### src/hdl/tiq_pkg.sv
// Shared package for the timed transfer interval queue.
// Holds sizes, command codes and controller/datapath interface structs.
`timescale 1ns / 1ps
package tiq_pkg;

    localparam int unsigned QUEUE_DEPTH = 16;
    localparam int unsigned IW = $clog2(QUEUE_DEPTH);
    localparam int unsigned CW = $clog2(QUEUE_DEPTH + 1);
    localparam int unsigned TW = 32;
    localparam int unsigned SW = 36;
    localparam logic [SW-1:0] SUM_MAX = {SW{1'b1}};

    typedef logic [1:0] t_op;
    localparam t_op OP_INSERT = 2'd0;
    localparam t_op OP_CHECK  = 2'd1;
    localparam t_op OP_DRAIN  = 2'd2;

    typedef struct packed {
        logic load_in;
        logic set_drop;
        logic scan_init;
        logic scan_step;
        logic ins_write;
        logic chk_init;
        logic chk_step;
        logic drn_init;
        logic drn_whole;
        logic mul_start;
        logic div_init;
        logic div_step;
        logic drn_part;
        logic out_load;
    } t_dp_cmd;

    typedef struct packed {
        t_op  op;
        logic full;
        logic scan_done;
        logic chk_done;
        logic drn_done;
        logic drn_whole;
        logic div_last;
    } t_dp_sts;

endpackage

### src/hdl/tiq_ctrl.sv
// Controller state machine for the timed transfer interval queue.
// Depends on tiq_pkg; issues commands to tiq_dpath and owns the handshakes.
`timescale 1ns / 1ps
module tiq_ctrl (
    input  logic              i_clk,
    input  logic              i_rst_n,
    input  logic              i_in_valid,
    output logic              o_in_ready,
    output logic              o_out_valid,
    input  logic              i_out_ready,
    input  tiq_pkg::t_dp_sts  i_sts,
    output tiq_pkg::t_dp_cmd  o_cmd
);
    localparam logic [3:0] S_IDLE  = 4'd0;
    localparam logic [3:0] S_DISP  = 4'd1;
    localparam logic [3:0] S_SCAN  = 4'd2;
    localparam logic [3:0] S_IWR   = 4'd3;
    localparam logic [3:0] S_CHK   = 4'd4;
    localparam logic [3:0] S_DTEST = 4'd5;
    localparam logic [3:0] S_MUL   = 4'd6;
    localparam logic [3:0] S_DIV   = 4'd7;
    localparam logic [3:0] S_UPD   = 4'd8;
    localparam logic [3:0] S_DONE  = 4'd9;

    logic [3:0] r_state, n_state;
    logic       r_out_valid, n_out_valid;

    always_comb begin
        n_state = r_state;
        o_cmd   = '0;
        unique case (r_state)
            S_IDLE: begin
                if (i_in_valid) begin
                    o_cmd.load_in = 1'b1;
                    n_state = S_DISP;
                end
            end
            S_DISP: begin
                unique case (i_sts.op)
                    tiq_pkg::OP_INSERT: begin
                        if (i_sts.full) begin
                            o_cmd.set_drop = 1'b1;
                            n_state = S_DONE;
                        end else begin
                            o_cmd.scan_init = 1'b1;
                            n_state = S_SCAN;
                        end
                    end
                    tiq_pkg::OP_CHECK: begin
                        o_cmd.chk_init = 1'b1;
                        n_state = S_CHK;
                    end
                    tiq_pkg::OP_DRAIN: begin
                        o_cmd.drn_init = 1'b1;
                        n_state = S_DTEST;
                    end
                    default: n_state = S_DONE;
                endcase
            end
            S_SCAN: begin
                if (i_sts.scan_done) n_state = S_IWR;
                else                 o_cmd.scan_step = 1'b1;
            end
            S_IWR: begin
                o_cmd.ins_write = 1'b1;
                n_state = S_DONE;
            end
            S_CHK: begin
                if (i_sts.chk_done) n_state = S_DONE;
                else                o_cmd.chk_step = 1'b1;
            end
            S_DTEST: begin
                if (i_sts.drn_done) begin
                    n_state = S_DONE;
                end else if (i_sts.drn_whole) begin
                    o_cmd.drn_whole = 1'b1;
                end else begin
                    o_cmd.mul_start = 1'b1;
                    n_state = S_MUL;
                end
            end
            S_MUL: begin
                o_cmd.div_init = 1'b1;
                n_state = S_DIV;
            end
            S_DIV: begin
                o_cmd.div_step = 1'b1;
                if (i_sts.div_last) n_state = S_UPD;
            end
            S_UPD: begin
                o_cmd.drn_part = 1'b1;
                n_state = S_DTEST;
            end
            S_DONE: begin
                if (!r_out_valid || i_out_ready) begin
                    o_cmd.out_load = 1'b1;
                    n_state = S_IDLE;
                end
            end
            default: n_state = S_IDLE;
        endcase
    end

    assign n_out_valid = o_cmd.out_load ? 1'b1 : (i_out_ready ? 1'b0 : r_out_valid);
    assign o_in_ready  = r_state == S_IDLE;
    assign o_out_valid = r_out_valid;

    always_ff @(posedge i_clk) begin
        if (!i_rst_n) begin
            r_state     <= S_IDLE;
            r_out_valid <= 1'b0;
        end else begin
            r_state     <= n_state;
            r_out_valid <= n_out_valid;
        end
    end

`ifndef SYNTHESIS
    a_load_idle: assert property (@(posedge i_clk) disable iff (!i_rst_n)
        o_cmd.out_load |=> r_state == S_IDLE && r_out_valid)
        else $error("result load did not return to idle");
    a_div_len: assert property (@(posedge i_clk) disable iff (!i_rst_n)
        (r_state == S_UPD) |-> $past(r_state) == S_DIV && i_sts.div_last == 1'b0)
        else $error("partial update without finished divide");
    a_no_overwrite: assert property (@(posedge i_clk) disable iff (!i_rst_n)
        o_cmd.out_load |-> (!r_out_valid || i_out_ready))
        else $error("result overwritten before transfer");
`endif

endmodule

### config.mk
export PLATFORM = sky130hd
export DESIGN_NAME = tiq_ctrl
export DESIGN_NICKNAME = d
export VERILOG_FILES = /design/src/hdl/tiq_pkg.sv /design/src/hdl/tiq_ctrl.sv
export SDC_FILE = /design/constraint.sdc
export NUM_CORES = 1
export LEC_CHECK = 0
export ABC_AREA = 1
export BUFFER_PORTS_ARGS = -buffer_cell sky130_fd_sc_hd__buf_2
export CAP_MARGIN = 10
export CELL_PAD_IN_SITES_DETAIL_PLACEMENT = 1
export CELL_PAD_IN_SITES_GLOBAL_PLACEMENT = 2
export CORE_MARGIN = 2
export CORE_UTILIZATION = 21
export DETAILED_ROUTE_END_ITERATION = 6
export PLACE_DENSITY = 0.81
export SLEW_MARGIN = 40
export SYNTH_ARGS = -nofsm -noshare
export SYNTH_HDL_FRONTEND = slang
export SYNTH_SLANG_ARGS = --single-unit
### constraint.sdc
create_clock -name i_clk -period 1.5 [get_ports i_clk]
set_input_delay 0.075 -clock i_clk [delete_from_list [all_inputs] [get_ports i_clk]]
set_output_delay 0.075 -clock i_clk [all_outputs]
set_load 0.05 [all_outputs]
==> results.md <==
- Status: completed
- Die H: around 58 um
- # hold bufs at CTS: 0
- Hold Path Class: in2reg
- Initial cell density of the core: 0.220
- Initial antenna violation count: 0
- Fin worst setup slack: 92.2 ps
- Max Clk Rate: ~700 MHz
- Antenna Diode Count: 0
- Critical path cell sequence: inv_2, nor2_4, nand3_2, inv_1, buf_2
- Pre-CTS setup slack: between 80 and 90 ps
- Slew Viols, Final: 0
- Detailed Route WL: approximately 1900 um
- Core area: ~0.0028 mm2
- Vias/cell: between 4 and 5
- Min-delay src: i_rst_n
- Grt ovf: 0
- Inserted Clock Buffers: 3
- Most frequent cells in the layout: inv_1 (25), nand2_1 (23), buf_2 (17), nor2_1 (14), buf_4 (13)
- CP startpoint: r_state[2]
- Drt first pass iters: 4
- Max Buffers Root-to-Sink: 2
- Number of global-route vias before repair: about 750
- IO buf count: 27
- Largest net degree at the start of global routing: 9
- RD Place Congestion: 0.850
- GRT Total Usage: 0.126
- Mapped Cells: 110
- Count of different cell masters after synthesis: 17
- Clock skew: ~3.8 ps
- DP Cell Count: roughly 170
- Slew HR: 0.832
- Htree depth: 1
- Final period util: 0.939
- Layout Nets: roughly 170
- Tot Pwr: approximately 1.4 mW
- Final setup violation count: 0
- Root buffer cell: clkbuf_4
- Critical path launch point type: flip-flop
- Crit Path Max Fanout: 7
- Top cells by area, synth: dfxtp_1 (16%), inv_1 (15%), nand2_1 (14%)
- Required time of the critical path: 1420 ps
- Die width: about 58 um
- Largest delay share family, worst path: flip-flops
- DR iter-0 viols: 6
- Wirelength per Cell: around 11 um
- WP buf/inv: 3
- Global-route wire length before repair: 3320 um
- Final hold vios: 0
- Final min period: ~1400 ps
- Antenna Nets Post-Route: 0
- Fill count: ~380
- Share of the yosys chip area belonging to registers: 0.165
- Setup CP Type: reg2out
- Clk Latency, worst-skew pair: roughly 250 ps
- Post-synth top area share: 0.165
- P&R area growth vs syn: 52.4%
- R2r startpoint: r_state[0]
- CP endpoint kind: primary output
- Avg Cell Area, Syn: 5.52 um2
- Max incr delay on CP: 390 ps
- Site Rows: 19
- Clk pin slew, worst setup/hold paths: about 50 ps
- #FFs+latches synth: 5
- Util after Layout: 0.335
- Leakage: roughly 0.57 nW
- Crit-path slowest cell: dfxtp_4
- Post-DP HPWL: 1530 um
- CTS tree: built
- IO Count: 28
- Final instance count without filler cells: 179
- Die Area: between 0.003 and 0.004 mm2
- RSZ-0062 raised after global routing: yes
- Worst EP arrival: 1330 ps
- Post-Synthesis Cell Area: 607 um2
- Share of layout cells above drive strength 1: 0.405
- Most common cell after layout, fill and taps aside: inv_1
- Post-synthesis net count: between 100 and 150
- Clock Sinks: 5
- Worst IR Drop VDD: approximately 1.1 mV
- Yosys top cell by area: dfxtp_1
- Ys Warns: 0
- Via count: roughly 780
- Max Cap Viol: 0
- PD cells: around 1500 mW/mm2
- Residual DRC: 0
- Least-Margin Pin Slew: 254 ps
[power by group]
part	internal [mW]	switching, mW
sequential	0.179	0.0594
combinational	0.327	0.623
clock	0.101	0.0616
total	0.607	0.744
[worst paths after layout]
| kind | to | slack (ps) | cells after the start |
|---|---|---|---|
| setup reg to reg | r_state[2] | 160 | 8 |
| setup / recovery | o_cmd[7] | 90 | 5 |
| hold reg to reg | r_state[1] | 520 | 2 |
| hold / removal | r_state[3] | 130 | 3 |
[timing repair]
item | in CTS | in global routing
pin swaps | 1 | 3
gates resized for setup | 11 | 13
buffers inserted | 2 | 6
setup endpoints to repair | 12 | 18
[metal layers]
layer	global-route usage	vias up	routed length (um)
met5	0	-	0
met4	0.0299	0	10
met3	0.0156	3	104
met2	0.201	25	883
met1	0.179	340	945
li1	-	407	-
[state kept, by name, indices dropped and copies added, names as in the netlist]
register	flops
r_state	4
o_out_valid	1
[logic make-up after synthesis]
family	Yosys count	share of synthesized area
AO/OA/AOI/OAI	9	0.0763
flip-flops	5	0.165
adder cells (fa/ha/maj)	4	0.0825
buffers and inverters	29	0.186
AND/OR/NAND/NOR	63	0.491
[final cells by class]
class	instances	area, um2	share of cell area
well taps	31	38.8	0.0419
inverters	28	105	0.114
clock buffers	4	26.3	0.0284
multi-input cells	76	417	0.451
repair buffers	35	228	0.246
flip-flops and latches	5	110	0.119
[worst reg2reg max path, delay by kind of cell, from the launching register on]
kind / cells / cell delay (ps)
buffers and inverters: 3 / 330
DFF: 1 / 370
AOI/OAI and AO/OA: 1 / 140
and+or+nand+nor: 4 / 420
[stage by stage]
| stage | TNS (ps) | instance area (um2) | hold WS (ps) |
|---|---|---|---|
| detailed placement | 0 | 781 | 380 |
| finish | 0 | 925 | 127 |
| CTS | -101 | 846 | 128 |
| floorplan | 0 | 614 | 259 |
| global route | -20.7 | 925 | 157 |
| global placement | 0 | 781 | 377 |
[synth_stat cells (all sizes together)]
master  instances
nand4           2
nand3          12
o21ai           2
a31oi           1
dfxtp           5
a21oi           6
nor3            1
inv            28
nand2          25
nor2           23
buf             1
ha              4
No activity file was read; power rests on OpenSTA's default activity.
